<file path="src/rtl/wcad_pkg.sv">
// ----------------------------------------------------------------------------
// wcad_pkg: shared types and constants of the wall clock display
// Time digit record, message record, request codes and message byte table.
// ----------------------------------------------------------------------------
package wcad_pkg;

    typedef enum logic [1:0] {
        OP_TICK   = 2'd0,
        OP_ZERO   = 2'd1,
        OP_SET    = 2'd2,
        OP_REMOVE = 2'd3
    } op_t;

    typedef enum logic {
        ST_IDLE = 1'b0,
        ST_SEND = 1'b1
    } back_state_t;

    typedef struct packed {
        logic [1:0] h_tens;
        logic [3:0] h_ones;
        logic [2:0] m_tens;
        logic [3:0] m_ones;
        logic [2:0] s_tens;
        logic [3:0] s_ones;
    } time_t;

    typedef struct packed {
        logic  blank;
        time_t tm;
    } msg_t;

    localparam int MSG_LEN   = 17;
    localparam int IDX_W     = $clog2(MSG_LEN);
    localparam int Q_DEPTH   = 2;
    localparam int Q_PTR_W   = $clog2(Q_DEPTH);
    localparam int Q_CNT_W   = $clog2(Q_DEPTH + 1);

    localparam logic [IDX_W-1:0] IDX_LAST = IDX_W'(MSG_LEN - 1);

    localparam logic [7:0] CH_ESC   = 8'h1B;
    localparam logic [7:0] CH_BRK   = 8'h5B;
    localparam logic [7:0] CH_ONE   = 8'h31;
    localparam logic [7:0] CH_SEMI  = 8'h3B;
    localparam logic [7:0] CH_SEVEN = 8'h37;
    localparam logic [7:0] CH_TWO   = 8'h32;
    localparam logic [7:0] CH_F     = 8'h66;
    localparam logic [7:0] CH_SPACE = 8'h20;
    localparam logic [7:0] CH_COLON = 8'h3A;
    localparam logic [7:0] CH_CR    = 8'h0D;
    localparam logic [7:0] CH_LF    = 8'h0A;
    localparam logic [7:0] CH_ZERO  = 8'h30;
    localparam logic [7:0] CH_THREE = 8'h33;
    localparam logic [7:0] CH_FIVE  = 8'h35;
    localparam logic [7:0] CH_NINE  = 8'h39;

    function automatic logic [7:0] digit_char(input logic [3:0] d);
        return {4'h3, d};
    endfunction

    function automatic logic [7:0] msg_byte(input msg_t m, input logic [IDX_W-1:0] idx);
        logic [7:0] b;
        b = CH_SPACE;
        case (idx)
            5'd0:  b = CH_ESC;
            5'd1:  b = CH_BRK;
            5'd2:  b = CH_ONE;
            5'd3:  b = CH_SEMI;
            5'd4:  b = CH_SEVEN;
            5'd5:  b = CH_TWO;
            5'd6:  b = CH_F;
            5'd7:  b = m.blank ? CH_SPACE : digit_char({2'b00, m.tm.h_tens});
            5'd8:  b = m.blank ? CH_SPACE : digit_char(m.tm.h_ones);
            5'd9:  b = m.blank ? CH_SPACE : CH_COLON;
            5'd10: b = m.blank ? CH_SPACE : digit_char({1'b0, m.tm.m_tens});
            5'd11: b = m.blank ? CH_SPACE : digit_char(m.tm.m_ones);
            5'd12: b = m.blank ? CH_SPACE : CH_COLON;
            5'd13: b = m.blank ? CH_SPACE : digit_char({1'b0, m.tm.s_tens});
            5'd14: b = m.blank ? CH_SPACE : digit_char(m.tm.s_ones);
            5'd15: b = CH_CR;
            5'd16: b = CH_LF;
            default: b = CH_SPACE;
        endcase
        return b;
    endfunction

endpackage

</file>
<file path="src/rtl/wcad_front.sv">
// ----------------------------------------------------------------------------
// wcad_front: request decoder and time keeper
// Accepts requests, checks set text, advances the time and queues messages.
// ----------------------------------------------------------------------------
module wcad_front
    import wcad_pkg::*;
(
    input  logic        aclk,
    input  logic        aresetn,
    input  logic        req_valid,
    input  logic        q_full,
    input  logic [1:0]  req_op,
    input  logic [71:0] req_text,
    output logic        req_ready,
    output logic        push,
    output msg_t        push_msg
);

    time_t      time_reg, time_next;
    logic       shown_reg, shown_next;
    logic       accept;
    logic [7:0] ch [9];
    logic       text_ok;
    time_t      tick_time;
    logic       s_wrap, m_wrap;

    assign req_ready = !q_full;
    assign accept    = req_valid && req_ready;

    always_comb begin
        for (int i = 0; i < 9; i++) begin
            ch[i] = req_text[8*i +: 8];
        end
    end

    always_comb begin
        text_ok = (ch[0] == CH_SPACE)
            && (ch[1] >= CH_ZERO) && (ch[1] <= CH_TWO)
            && (ch[2] >= CH_ZERO) && (ch[2] <= CH_NINE)
            && !((ch[1] == CH_TWO) && (ch[2] > CH_THREE))
            && (ch[3] == CH_COLON) && (ch[6] == CH_COLON)
            && (ch[4] >= CH_ZERO) && (ch[4] <= CH_FIVE)
            && (ch[7] >= CH_ZERO) && (ch[7] <= CH_FIVE)
            && (ch[5] >= CH_ZERO) && (ch[5] <= CH_NINE)
            && (ch[8] >= CH_ZERO) && (ch[8] <= CH_NINE);
    end

    always_comb begin
        tick_time = time_reg;
        s_wrap    = 1'b0;
        m_wrap    = 1'b0;
        if (time_reg.s_ones == 4'd9) begin
            tick_time.s_ones = 4'd0;
            if (time_reg.s_tens == 3'd5) begin
                tick_time.s_tens = 3'd0;
                s_wrap = 1'b1;
            end else begin
                tick_time.s_tens = time_reg.s_tens + 3'd1;
            end
        end else begin
            tick_time.s_ones = time_reg.s_ones + 4'd1;
        end
        if (s_wrap) begin
            if (time_reg.m_ones == 4'd9) begin
                tick_time.m_ones = 4'd0;
                if (time_reg.m_tens == 3'd5) begin
                    tick_time.m_tens = 3'd0;
                    m_wrap = 1'b1;
                end else begin
                    tick_time.m_tens = time_reg.m_tens + 3'd1;
                end
            end else begin
                tick_time.m_ones = time_reg.m_ones + 4'd1;
            end
        end
        if (m_wrap) begin
            if (time_reg.h_tens == 2'd2 && time_reg.h_ones == 4'd3) begin
                tick_time.h_tens = 2'd0;
                tick_time.h_ones = 4'd0;
            end else if (time_reg.h_ones == 4'd9) begin
                tick_time.h_ones = 4'd0;
                tick_time.h_tens = time_reg.h_tens + 2'd1;
            end else begin
                tick_time.h_ones = time_reg.h_ones + 4'd1;
            end
        end
    end

    always_comb begin
        time_next      = time_reg;
        shown_next     = shown_reg;
        push           = 1'b0;
        push_msg.blank = 1'b0;
        if (accept) begin
            case (op_t'(req_op))
                OP_TICK: begin
                    if (shown_reg) begin
                        time_next = tick_time;
                        push      = 1'b1;
                    end
                end
                OP_ZERO: begin
                    time_next  = '0;
                    shown_next = 1'b1;
                    push       = 1'b1;
                end
                OP_SET: begin
                    if (text_ok) begin
                        time_next.h_tens = ch[1][1:0];
                        time_next.h_ones = ch[2][3:0];
                        time_next.m_tens = ch[4][2:0];
                        time_next.m_ones = ch[5][3:0];
                        time_next.s_tens = ch[7][2:0];
                        time_next.s_ones = ch[8][3:0];
                        shown_next       = 1'b1;
                        push             = 1'b1;
                    end
                end
                OP_REMOVE: begin
                    shown_next     = 1'b0;
                    push           = 1'b1;
                    push_msg.blank = 1'b1;
                end
                default: begin
                    push = 1'b0;
                end
            endcase
        end
        push_msg.tm = time_next;
    end

    always_ff @(posedge aclk) begin
        if (!aresetn) begin
            time_reg  <= '{h_tens: 2'd1, h_ones: 4'd0, m_tens: 3'd1,
                           m_ones: 4'd0, s_tens: 3'd1, s_ones: 4'd0};
            shown_reg <= 1'b0;
        end else begin
            time_reg  <= time_next;
            shown_reg <= shown_next;
        end
    end

endmodule

</file>
<file path="src/rtl/wcad_queue.sv">
// ----------------------------------------------------------------------------
// wcad_queue: message queue
// Short first-in first-out buffer of message records between the two halves.
// ----------------------------------------------------------------------------
module wcad_queue
    import wcad_pkg::*;
(
    input  logic aclk,
    input  logic aresetn,
    input  logic push,
    input  msg_t push_msg,
    input  logic pop,
    output logic full,
    output logic head_valid,
    output msg_t head_msg
);

    msg_t                 mem_reg [Q_DEPTH];
    logic [Q_PTR_W-1:0]   wr_ptr_reg, wr_ptr_next;
    logic [Q_PTR_W-1:0]   rd_ptr_reg, rd_ptr_next;
    logic [Q_CNT_W-1:0]   count_reg, count_next;
    logic                 do_push, do_pop;

    assign full       = (count_reg == Q_CNT_W'(Q_DEPTH));
    assign head_valid = (count_reg != '0);
    assign head_msg   = mem_reg[rd_ptr_reg];
    assign do_push    = push && !full;
    assign do_pop     = pop && head_valid;

    always_comb begin
        wr_ptr_next = do_push ? wr_ptr_reg + 1'b1 : wr_ptr_reg;
        rd_ptr_next = do_pop ? rd_ptr_reg + 1'b1 : rd_ptr_reg;
        count_next  = count_reg;
        if (do_push && !do_pop) begin
            count_next = count_reg + 1'b1;
        end else if (do_pop && !do_push) begin
            count_next = count_reg - 1'b1;
        end
    end

    always_ff @(posedge aclk) begin
        if (do_push) begin
            mem_reg[wr_ptr_reg] <= push_msg;
        end
    end

    always_ff @(posedge aclk) begin
        if (!aresetn) begin
            wr_ptr_reg <= '0;
            rd_ptr_reg <= '0;
            count_reg  <= '0;
        end else begin
            wr_ptr_reg <= wr_ptr_next;
            rd_ptr_reg <= rd_ptr_next;
            count_reg  <= count_next;
        end
    end

endmodule

</file>
<file path="src/rtl/wcad_serial.sv">
// ----------------------------------------------------------------------------
// wcad_serial: message serializer
// Sends queued message records one byte per cycle while out_ready holds.
// ----------------------------------------------------------------------------
module wcad_serial
    import wcad_pkg::*;
(
    input  logic       aclk,
    input  logic       aresetn,
    input  logic       head_valid,
    input  msg_t       head_msg,
    output logic       pop,
    input  logic       out_ready,
    output logic       out_valid,
    output logic [7:0] out_data,
    output logic       out_last
);

    back_state_t      state_reg, state_next;
    msg_t             cur_reg, cur_next;
    logic [IDX_W-1:0] idx_reg, idx_next;
    logic             valid_reg, valid_next;
    logic [7:0]       data_reg, data_next;
    logic             last_reg, last_next;
    logic             can_load;
    logic             at_end;
    logic             emit;

    assign can_load = !valid_reg || out_ready;
    assign at_end   = can_load && (idx_reg == IDX_LAST);

    always_comb begin
        state_next = state_reg;
        case (state_reg)
            ST_IDLE: begin
                if (head_valid) begin
                    state_next = ST_SEND;
                end
            end
            ST_SEND: begin
                if (at_end && !head_valid) begin
                    state_next = ST_IDLE;
                end
            end
            default: begin
                state_next = ST_IDLE;
            end
        endcase
    end

    always_comb begin
        pop  = 1'b0;
        emit = 1'b0;
        case (state_reg)
            ST_IDLE: begin
                pop = head_valid;
            end
            ST_SEND: begin
                emit = can_load;
                pop  = at_end && head_valid;
            end
            default: begin
                pop  = 1'b0;
                emit = 1'b0;
            end
        endcase
    end

    always_comb begin
        cur_next   = cur_reg;
        idx_next   = idx_reg;
        valid_next = valid_reg;
        data_next  = data_reg;
        last_next  = last_reg;
        if (pop) begin
            cur_next = head_msg;
            idx_next = '0;
        end else if (emit) begin
            idx_next = idx_reg + 1'b1;
        end
        if (can_load) begin
            valid_next = emit;
            data_next  = msg_byte(cur_reg, idx_reg);
            last_next  = (idx_reg == IDX_LAST);
        end
    end

    always_ff @(posedge aclk) begin
        cur_reg  <= cur_next;
        data_reg <= data_next;
        last_reg <= last_next;
    end

    always_ff @(posedge aclk) begin
        if (!aresetn) begin
            state_reg <= ST_IDLE;
            idx_reg   <= '0;
            valid_reg <= 1'b0;
        end else begin
            state_reg <= state_next;
            idx_reg   <= idx_next;
            valid_reg <= valid_next;
        end
    end

    assign out_valid = valid_reg;
    assign out_data  = data_reg;
    assign out_last  = last_reg;

endmodule

</file>
<file path="src/rtl/wall_clock_with_ascii_display.sv">
// ----------------------------------------------------------------------------
// wall_clock_with_ascii_display: time-of-day clock with console message
// Keeps HH:MM:SS and sends cursor escape, time text, CR and LF per request.
//
//   Channel | Ports                            | Contents
//   request | s_tvalid s_tready s_tuser s_tdata| operation, nine set-time chars
//   message | m_tvalid m_tready m_tdata m_tlast| one message byte, final byte
//
// A request is decoded and the time updated in the cycle it is accepted.
// Each message is 17 bytes, sent by the byte serializer; requests
// are taken every cycle while the two-entry message queue has room.
// Reset is synchronous and needs no clearing pass.
// A stalled output holds its byte; the front keeps accepting until the queue fills.
// ----------------------------------------------------------------------------
module wall_clock_with_ascii_display
    import wcad_pkg::*;
(
    input  logic        aclk,
    input  logic        aresetn,
    input  logic        s_tvalid,
    output logic        s_tready,
    input  logic [71:0] s_tdata,   // lead, hour tens, hour ones, colon, minute tens,
                                   // minute ones, colon, second tens, second ones
    input  logic [1:0]  s_tuser,   // operation
    output logic        m_tvalid,
    input  logic        m_tready,
    output logic [7:0]  m_tdata,   // out_byte
    output logic        m_tlast
);

    logic push, pop, q_full, head_valid;
    msg_t push_msg, head_msg;

    wcad_front u_front (
        .aclk      (aclk),
        .aresetn   (aresetn),
        .req_valid (s_tvalid),
        .q_full    (q_full),
        .req_op    (s_tuser),
        .req_text  (s_tdata),
        .req_ready (s_tready),
        .push      (push),
        .push_msg  (push_msg)
    );

    wcad_queue u_queue (
        .aclk       (aclk),
        .aresetn    (aresetn),
        .push       (push),
        .push_msg   (push_msg),
        .pop        (pop),
        .full       (q_full),
        .head_valid (head_valid),
        .head_msg   (head_msg)
    );

    wcad_serial u_serial (
        .aclk       (aclk),
        .aresetn    (aresetn),
        .head_valid (head_valid),
        .head_msg   (head_msg),
        .pop        (pop),
        .out_ready  (m_tready),
        .out_valid  (m_tvalid),
        .out_data   (m_tdata),
        .out_last   (m_tlast)
    );

endmodule

</file>
<file path="config.mk">
export PLATFORM = sky130hd
export DESIGN_NAME = wall_clock_with_ascii_display
export DESIGN_NICKNAME = d
export VERILOG_FILES = /design/src/rtl/wcad_pkg.sv /design/src/rtl/wcad_front.sv /design/src/rtl/wcad_queue.sv /design/src/rtl/wcad_serial.sv /design/src/rtl/wall_clock_with_ascii_display.sv
export SDC_FILE = /design/constraint.sdc
export NUM_CORES = 1
export LEC_CHECK = 0
export ABC_AREA = 1
export BUFFER_PORTS_ARGS = -buffer_cell sky130_fd_sc_hd__buf_2
export CORE_ASPECT_RATIO = 1.25
export CORE_UTILIZATION = 45
export DETAILED_ROUTE_END_ITERATION = 8
export PLACE_DENSITY = 0.65
export RECOVER_POWER = 50
export SLEW_MARGIN = 20
export SYNTH_ARGS = -nofsm -noshare
export SYNTH_HDL_FRONTEND = slang
export SYNTH_HIERARCHICAL = 1
export SYNTH_SLANG_ARGS = --single-unit
</file>
<file path="constraint.sdc">
create_clock -name aclk -period 3.2 [get_ports aclk]
set_input_delay 0.64 -clock aclk [delete_from_list [all_inputs] [get_ports aclk]]
set_output_delay 0.64 -clock aclk [all_outputs]
set_load 0.01 [all_outputs]
</file>
==> results.json, run 1 <==
{
  "hp-class": "register to register",
  "ys_seq_area_frac": 0.451,
  "grt_pass1_wl_um": 21400,
  "setup_tns_ns": 0,
  "place_ws_ns": 0.692,
  "ir_worst_vdd_mv": 0.324,
  "cts_tree": "done",
  "dr_wl_met2_um": 6830,
  "max_clock_freq_ghz": 0.386,
  "endpoint_kind": "register",
  "synth_warnings": 6,
  "hold_viol_final": 0,
  "die-area_mm2": 0.0142,
  "max_stage_delay_ns": 0.73,
  "rsz0062_at_grt": "false",
  "antenna_found_initial": 0,
  "clock-sinks": 104,
  "p_leak_uw": 0.00316,
  "hold_buffers": 0,
  "cp.buffers_inverters": 4,
  "min_period_over_period": 0.809,
  "syn_to_final_growth_pct": 12.0,
  "gp_congestion": 0.878,
  "diodes": 0,
  "hpwl_um": 10100,
  "yosys.cell_types.count": 44,
  "wl_met3_um": 492,
  "dr.pass1.iters": 4,
  "clock_latency_ns": 0.34,
  "powerDensity_mw_per_mm2": 571,
  "place.port_buffers": 87,
  "synth.cell_area_mm2": 0.00620,
  "syn-num-nets": 886,
  "r2r.worst_path.cells": 10,
  "final_nets": 979,
  "first_global_vias": 4768,
  "htreeDepth": 3,
  "min_from": "u_queue/rd_ptr_reg$_SDFFE_PN0P_",
  "status": "finished, final reports clean",
  "numCtsBuffers": 9,
  "cp_top_family": "buffers and inverters",
  "crit_required_ns": 3.27,
  "setup_viol": 0,
  "cts.clk_slew.worst_paths_ns": 0.07,
  "hold_path_depth": 2,
  "slew_viol_final": 0,
  "wire_per_inst_um": 12.3,
  "dpl_cell_area_mm2": 0.00677,
  "async_reset_ff_frac": 0,
  "core_mm2": 0.0133,
  "cap_violations": 0,
  "dr.max_layer_used": "met4",
  "reg2reg_from": "u_queue/count_reg[1]$_SDFFE_PN0P_",
  "die_h_um": 133,
  "finalWorstSetupSlack_ns": 0.611,
  "clockBufferDepth": 2,
  "detail-route-antenna-nets": 0,
  "rows": 47,
  "avgSynthCellArea_um2": 7.75,
  "largest_reg_flops": 42,
  "crit_fanout": 27,
  "via_per_inst": 4.81,
  "yosysTopAreaCell": "edfxtp_1",
  "yosys-top-cells-area": "edfxtp_1 (34%), nand2_1 (15%), dfxtp_1 (11%)",
  "grt.overflow.total": 0,
  "synth_ff_type": "edfxtp_1",
  "layout-drive-gt1-share": 0.152,
  "rr_endpoint": "u_queue/mem_reg[1][10]$_DFFE_PP_",
  "root_buffer": "clkbuf_16",
  "first_iter_violations": 280,
  "wl_um": 13100,
  "r2r_slack_ns": 0.61,
  "post_cts_resized": 0,
  "start_util": 0.464,
  "drc_errors": 0,
  "slew_headroom": 0.221,
  "met1Wirelength_um": 5530,
  "final_cell_area_mm2": 0.00694,
  "syn_inst": 799,
  "fin_skew_ns": 0.00912,
  "grt_use_total": 0.191,
  "fin_crit_ns": 2.59,
  "slowest_stage": "inv_1",
  "vias": 5141,
  "ios": 89,
  "crit_arrival_ns": 2.66,
  "setup.worst_path.class": "register to register",
  "worst_pin_slew_ns": 1.17,
  "grt_max_degree": 28,
  "critPathLaunchType": "register",
  "synth_edf_count": 71,
  "ys_ff_latch": 104,
  "cp_cell_sequence": "inv_1, nor2_1, inv_1, nand2_1, inv_1, nand2_1, inv_1, nand2_2, nand2_1, nand2_1",
  "whs_endpoint": "u_queue/rd_ptr_reg$_SDFFE_PN0P_",
  "cts_setup_buffers": 0,
  "yosys.area.top_type_share": 0.344,
  "die_w_um": 107
}
## layout by cell type (no fill, tap or decap), drive strengths merged
master / Yosys / routed
nor2b: 1 / 1
clkinv: 1 / 2
or2: 3 / 3
clkinvlp: 0 / 1
conb: 1 / 1
xor2: 5 / 5
dfxtp: 33 / 33
ha: 9 / 9
mux2: 21 / 21
edfxtp: 71 / 71
nor2: 142 / 142
nand3b: 1 / 1
o21a: 1 / 1
clkbuf: 7 / 27
a31oi: 2 / 2
o21ai: 20 / 20
o211ai: 5 / 5
nand2: 248 / 248
nand4: 10 / 10
buf: 6 / 81
nor3: 4 / 4
bufinv: 0 / 1
inv: 116 / 116
a21oi: 22 / 22
and2: 1 / 1
nand3: 69 / 69
## tightest hold or removal path, delay by kind of cell (launching register included)
family	cells	cell delay, ns
AND/OR/NAND/NOR	2	0.15
flip-flops	1	0.33
## cell type report
cell class,instances,area (µm²)
Tap cell,171,214
Inverter,117,440
Sequential cell,104,2790
Timing Repair Buffer,95,470
Multi-Input combinational cell,565,2730
Fill cell,1341,6410
Clock inverter,3,40.0
Clock buffer,13,250
## report_power, final
group	internal, µW	switching [µW]	leakage [µW]	total (µW)
combinational	332	596	0.00208	929
clock	627	453	0.000142	1080
sequential	1820	133	0.000937	1960
total	2780	1180	0.00316	3960
## how the worst max path moves through the flow
stage,to,start,slack (ns),depth (start not counted)
2_1_floorplan,u_queue/mem_reg[1][0]$_DFFE_PP_,s_tdata[65],0.25,10
3_3_place_gp,u_queue/mem_reg[1][13]$_DFFE_PP_,s_tdata[46],0.71,13
3_5_place_dp,u_queue/mem_reg[1][14]$_DFFE_PP_,s_tdata[46],0.69,13
4_1_cts,u_queue/mem_reg[1][17]$_DFFE_PP_,u_queue/count_reg[0]$_SDFFE_PN0P_,1.01,9
5_1_grt,u_queue/mem_reg[1][17]$_DFFE_PP_,u_queue/count_reg[0]$_SDFFE_PN0P_,0.45,9
6_report,u_queue/mem_reg[1][10]$_DFFE_PP_,u_queue/count_reg[1]$_SDFFE_PN0P_,0.61,10
## synthesized netlist by cell type (11+ instances only)
cell type	instances
a21oi_1	15
dfxtp_1	33
edfxtp_1	71
inv_1	107
mux2_4	20
nand2_1	241
nand3_1	59
nor2_1	129
nor2_2	11
o21ai_0	15
## logic make-up (layout without fill, tap and decap cells)
group | after synthesis | count (layout) | share of synthesized area
AND/OR/NAND/NOR | 479 | 479 | 0.332
other | 1 | 1 | 0.000605
buffers and inverters | 130 | 228 | 0.0935
XOR/XNOR | 5 | 5 | 0.00707
adder cells (fa/ha/maj) | 9 | 9 | 0.0182
AO/OA/AOI/OAI | 50 | 50 | 0.0481
multiplexers | 21 | 21 | 0.0503
flip-flops | 104 | 104 | 0.451
## layer usage
layer	global-route usage	vias up
li1	-	2723
met1	0.212	2274
met2	0.358	130
met3	0.0264	14
met4	0.0830	0
met5	0	-
## metrics by stage
step | cells | utilization | power, µW | hold slack (ns)
6_report | 1068 | 0.520 | 3960 | 0.506
5_1_grt | 1068 | 0.520 | 4210 | 0.537
4_1_cts | 1068 | 0.529 | 4120 | 0.514
3_5_place_dp | 1052 | 0.507 | 3040 | 0.499
3_3_place_gp | 1052 | 0.507 | 3020 | 0.483
2_1_floorplan | 799 | - | 2770 | 0.467
Note: power is estimated with default switching activity, not from simulation.
==> run 2, diff against run 1 <==
Settings changed: PLACE_DENSITY 0.65 to 0.68.
Clock period 3.2 ns to 2.2 ns, I/O delays scaled along.
==> run 2 against run 1 <==
  * Final area grew 4.5%
  * First-iteration DRC count grew 7.9%
  * Cell count grew 2.2%
  * Largest cell class unchanged
  * Largest power group unchanged
==> results.json, run 2 (synthesized netlist as in run 1, its figures left out) <==
{
  "status": "finished, final reports clean",
  "max_clock_freq_ghz": 0.502,
  "hpwl_um": 10600,
  "cap_violations": 0,
  "syn_to_final_growth_pct": 17.1,
  "reg2reg_from": "u_serial/idx_reg[1]$_SDFFE_PP0P_",
  "min_period_over_period": 0.905,
  "multi_input_area_mm2": 0.00277,
  "layout_common_cells": "nand2_1 (241), nor2_1 (127), inv_1 (107)",
  "post_cts_resized": 0,
  "layout-drive-gt1-share": 0.188,
  "largest_reg_flops": 42,
  "hold_path_depth": 5,
  "detail-route-antenna-nets": 0,
  "setup.worst_path.class": "register to register",
  "dpl_cell_area_mm2": 0.00699,
  "worst_pin_slew_ns": 1.23,
  "place.port_buffers": 87,
  "finalNonFillerCells": 1091,
  "r2r_slack_ns": 0.21,
  "regArea_mm2": 0.00279,
  "holdWs_ns": 0.468,
  "numCtsBuffers": 9,
  "drc_errors": 0,
  "whs_endpoint": "u_front/time_reg[11]$_SDFF_PN1_",
  "slowest_stage": "dfxtp_2",
  "fin_crit_ns": 1.99,
  "hold_viol_final": 0,
  "final_nets": 1002,
  "finalWorstSetupSlack_ns": 0.209,
  "powerDensity_mw_per_mm2": 855,
  "gp_congestion": 0.927,
  "cts_tree": "done",
  "htreeDepth": 3,
  "final_common_cell": "nand2_1",
  "clock_latency_ns": 0.34,
  "cp_cell_sequence": "inv_1, ha_4, nand2_1, inv_1, nand3_1, nand2_1, nand2_2, clkinvlp_4, o21a_1, inv_1, ha_1, inv_1, nand3_1, nand2_1, inv_1, nor2_1",
  "final_cell_area_mm2": 0.00725,
  "ir_worst_vdd_mv": 0.379,
  "hp-class": "input port to register",
  "p_leak_uw": 0.00331,
  "clockBufferDepth": 2,
  "setup_viol": 0,
  "clock-sinks": 104,
  "slew_viol_final": 0,
  "grt_pass1_wl_um": 22300,
  "min_from": "s_tdata[32]",
  "grt.overflow.total": 0,
  "rows": 47,
  "nFillCells": 1296,
  "first_iter_violations": 302,
  "power_uw": 6200,
  "cts_setup_buffers": 0,
  "fin_skew_ns": 0.00676,
  "die_h_um": 133,
  "hold_buffers": 0,
  "dr.pass1.iters": 5,
  "via_per_inst": 4.85,
  "die_w_um": 107,
  "rr_endpoint": "u_queue/count_reg[1]$_SDFFE_PN0P_",
  "place_ws_ns": -0.0838,
  "crit_arrival_ns": 2.27,
  "ios": 89,
  "cts.clk_slew.worst_paths_ns": 0.07,
  "wl_um": 13400,
  "rsz0062_at_grt": "false",
  "diodes": 0,
  "wire_per_inst_um": 12.3,
  "r2r.worst_path.cells": 16,
  "max_stage_delay_ns": 0.34,
  "crit_path_frequent_cell": "inv_1",
  "crit_fanout": 5,
  "critPathLaunchType": "register",
  "core_mm2": 0.0133,
  "root_buffer": "clkbuf_16",
  "grt_use_total": 0.199,
  "first_global_vias": 5110,
  "die-area_mm2": 0.0142,
  "slew_headroom": 0.178,
  "start_util": 0.464,
  "crit_required_ns": 2.48,
  "placed_cells": 1075,
  "endpoint_kind": "register",
  "antenna_found_initial": 0,
  "vias": 5296,
  "grt_max_degree": 22
}
-- run 2: per-stage QoR --
step	utilization	TNS, ns
final	0.543	0
after CTS	0.550	0
after floorplan	-	-8.96
after global placement	0.523	-0.0367
after detailed placement	0.523	-0.374
after global routing	0.543	0
-- run 2: area by class of cell --
cell class              instances  share of cell area
inverters                     117              0.0614
repair buffers                118              0.0926
well taps                     171              0.0295
multi-input cells             565               0.382
clock buffers                  13              0.0404
flip-flops and latches        104               0.385
clock inverters                 3             0.00932
-- run 2: where the power goes --
group,switching [µW],internal (µW)
Sequential,180,2650
Clock,680,1170
Combinational,948,580
Total,1810,4400
-- run 2: how the worst max path moves through the flow --
stage / start / end / slack [ns] / depth (start not counted)
3_3_place_gp: s_tdata[3] / u_queue/count_reg[1]$_SDFFE_PN0P_ / -0.04 / 18
4_1_cts: u_serial/idx_reg[1]$_SDFFE_PP0P_ / u_queue/count_reg[1]$_SDFFE_PN0P_ / 0.13 / 16
6_report: u_serial/idx_reg[1]$_SDFFE_PP0P_ / u_queue/count_reg[1]$_SDFFE_PN0P_ / 0.21 / 16
3_5_place_dp: s_tdata[1] / u_queue/count_reg[1]$_SDFFE_PN0P_ / -0.08 / 18
5_1_grt: u_serial/idx_reg[1]$_SDFFE_PP0P_ / u_queue/count_reg[1]$_SDFFE_PN0P_ / 0.009 / 16
2_1_floorplan: s_tdata[65] / u_queue/mem_reg[0][0]$_DFFE_PP_ / -0.21 / 10
-- run 2: worst max-delay path, delay by kind of cell (launching register included) --
family | cells | cell delay (ns)
DFF | 1 | 0.34
and+or+nand+nor | 7 | 0.54
AOI/OAI and AO/OA | 1 | 0.15
buffers and inverters | 6 | 0.46
adders and majority gates | 2 | 0.45
-- run 2: routing by layer --
layer / vias to the layer above / global-route usage / wire [µm]
met4: 0 / 0.107 / 530
met5: - / 0 / 0
met3: 42 / 0.0367 / 585
met2: 155 / 0.366 / 6780
li1: 2768 / - / -
met1: 2331 / 0.214 / 5520
==> run 3, diff against run 2 <==
Settings changed: GPL_TIMING_DRIVEN from default to 0, MAX_ROUTING_LAYER from default to met4.
==> run 3 against run 2 <==
  * Critical endpoint is now u_queue/mem_reg[1][4]$_DFFE_PP_
  * Flip-flop and latch count is the same
  * Non-clock buffer count is 13 lower
  * Register-to-register slack worse by 0.06 ns
  * First-iteration DRC count decreased by 30%
  * Die area unchanged
  * Sequential share of layout area is 0.33 points higher
  * Via count fell by 0.23%
  * Utilization is 0.43 points lower
  * Global-route usage is 1.3 points higher
  * Final area fell by 0.79%
  * Highest routed layer unchanged
==> results.json, run 3 (synthesized netlist as in run 1, its figures left out) <==
{
  "fin_skew_ns": 0.00741,
  "first_iter_violations": 210,
  "hold_path_depth": 2,
  "slew_viol_final": 0,
  "ir_worst_vdd_mv": 0.348,
  "nFillCells": 1258,
  "setup_tns_ns": 0,
  "whs_endpoint": "u_front/time_reg[18]$_SDFF_PN1_",
  "grt.overflow.total": 0,
  "grt_max_degree": 17,
  "largest_reg_flops": 42,
  "clock_latency_ns": 0.34,
  "crit_required_ns": 2.25,
  "r2r_slack_ns": 0.15,
  "slew_headroom": 0.563,
  "layout-drive-gt1-share": 0.198,
  "start_util": 0.464,
  "min_period_over_period": 0.944,
  "r2r.worst_path.cells": 10,
  "rows": 47,
  "powerDensity_mw_per_mm2": 812,
  "htreeDepth": 3,
  "hold_viol_final": 0,
  "final_cell_area_mm2": 0.00720,
  "hpwl_um": 10800,
  "reg2reg_from": "u_queue/count_reg[1]$_SDFFE_PN0P_",
  "wl_um": 14000,
  "numCtsBuffers": 9,
  "p_leak_uw": 0.00323,
  "place.port_buffers": 87,
  "clkPwrFrac": 0.245,
  "final_common_cell": "nand2_1",
  "critPathLaunchType": "input port",
  "die_w_um": 107,
  "fin_crit_ns": 2.08,
  "syn_to_final_growth_pct": 16.1,
  "cts.clk_slew.worst_paths_ns": 0.07,
  "detail-route-antenna-nets": 0,
  "dpl_cell_area_mm2": 0.00685,
  "min_from": "aresetn",
  "ios": 89,
  "setup_viol": 0,
  "first_global_vias": 5022,
  "clock-sinks": 104,
  "crit_arrival_ns": 2.13,
  "final_nets": 992,
  "status": "finished, final reports clean",
  "dr.pass1.iters": 4,
  "rsz0062_at_grt": "false",
  "setup.worst_path.class": "input port to register",
  "cap_violations": 0,
  "p_sw_frac": 0.318,
  "cts_tree": "done",
  "power_switching_uw": 1860,
  "max_clock_freq_ghz": 0.481,
  "via_per_inst": 4.89,
  "wire_per_inst_um": 13.0,
  "seqPwrFrac": 0.485,
  "antenna_found_initial": 0,
  "crit_fanout": 11,
  "core_mm2": 0.0133,
  "grt_pass1_wl_um": 22800,
  "diodes": 0,
  "comb_power_share": 0.270,
  "rr_endpoint": "u_queue/mem_reg[0][10]$_DFFE_PP_",
  "gp_congestion": 0.948,
  "vias": 5284,
  "drc_errors": 0,
  "layout_common_cells": "nand2_1 (235), nor2_1 (121), inv_1 (105)",
  "die_h_um": 133,
  "intPower_uw": 3990,
  "endpoint_kind": "register",
  "worst_pin_slew_ns": 0.656,
  "clockBufferDepth": 2,
  "hold_buffers": 0,
  "root_buffer": "clkbuf_16",
  "hp-class": "input port to register",
  "grt_use_total": 0.212,
  "die-area_mm2": 0.0142
}
## run 3: worst max-delay path: stages
cell and delay [ns]:
buf_2 0.11, or2_0 0.21, nand3_1 0.10, nand2_1 0.07, nor2_2 0.18, nand3_4 0.13, nand2_8 0.09, nand2_2 0.08
nor2_4 0.14, o21ai_4 0.13, buf_4 0.18, nor2_4 0.11, buf_12 0.14
## run 3: what timing repair did
action,CTS,global route
resized for setup,9,20
pin swaps,2,6
cloned,3,0
hold endpoints to repair,0,0
endpoints found under the setup margin,45,48
buffers inserted,4,2
## run 3: cell type report
class	instances	area, µm²	area share
Tap cell	171	214	0.0297
Clock inverter	6	36.3	0.00504
Buffer	12	119	0.0165
Timing Repair Buffer	93	489	0.0680
Timing Repair inverter	1	5.00	0.000696
Sequential cell	104	2800	0.388
Multi-Input combinational cell	567	2860	0.398
Clock buffer	10	229	0.0318
Inverter	117	445	0.0619
## run 3: stage by stage
step | setup WS, ns | total power (µW) | util | hold WS [ns] | cells
final | 0.123 | 5840 | 0.539 | 0.420 | 1081
after global routing | 0.00833 | 6190 | 0.539 | 0.421 | 1081
after CTS | 0.0252 | 6040 | 0.542 | 0.412 | 1079
after detailed placement | -0.966 | 4500 | 0.513 | 0.500 | 1057
after global placement | -0.971 | 4460 | 0.513 | 0.482 | 1057
after floorplan | -0.213 | 4040 | - | 0.467 | 799
## run 3: metal layers
| metal | global-route usage | vias up | part of all wire |
|---|---|---|---|
| li1 | - | 2756 | - |
| met1 | 0.213 | 2337 | 0.39 |
| met2 | 0.398 | 153 | 0.53 |
| met3 | 0.0274 | 38 | 0.038 |
| met4 | 0.105 | 0 | 0.040 |
| met5 | - | - | 0 |
## run 3: worst max-delay path by stage
stage	startpoint	end	slack [ns]	depth (start not counted)
after global routing	s_tdata[49]	u_queue/count_reg[1]$_SDFFE_PN0P_	0.008	19
after global placement	s_tdata[1]	u_queue/mem_reg[0][5]$_DFFE_PP_	-0.97	12
final	s_tdata[18]	u_queue/mem_reg[1][4]$_DFFE_PP_	0.12	13
after floorplan	s_tdata[65]	u_queue/mem_reg[0][0]$_DFFE_PP_	-0.21	10
after detailed placement	s_tdata[3]	u_queue/mem_reg[1][6]$_DFFE_PP_	-0.97	12
after CTS	s_tdata[3]	u_queue/count_reg[1]$_SDFFE_PN0P_	0.03	18
## run 3: power groups by stage
stage	clock (µW)	combinational, µW	sequential (µW)
6_report	1430	1580	2830
5_1_grt	1530	1780	2880
4_1_cts	1470	1730	2840
3_5_place_dp	0	1630	2870
3_3_place_gp	0	1610	2850
2_1_floorplan	0	1200	2830
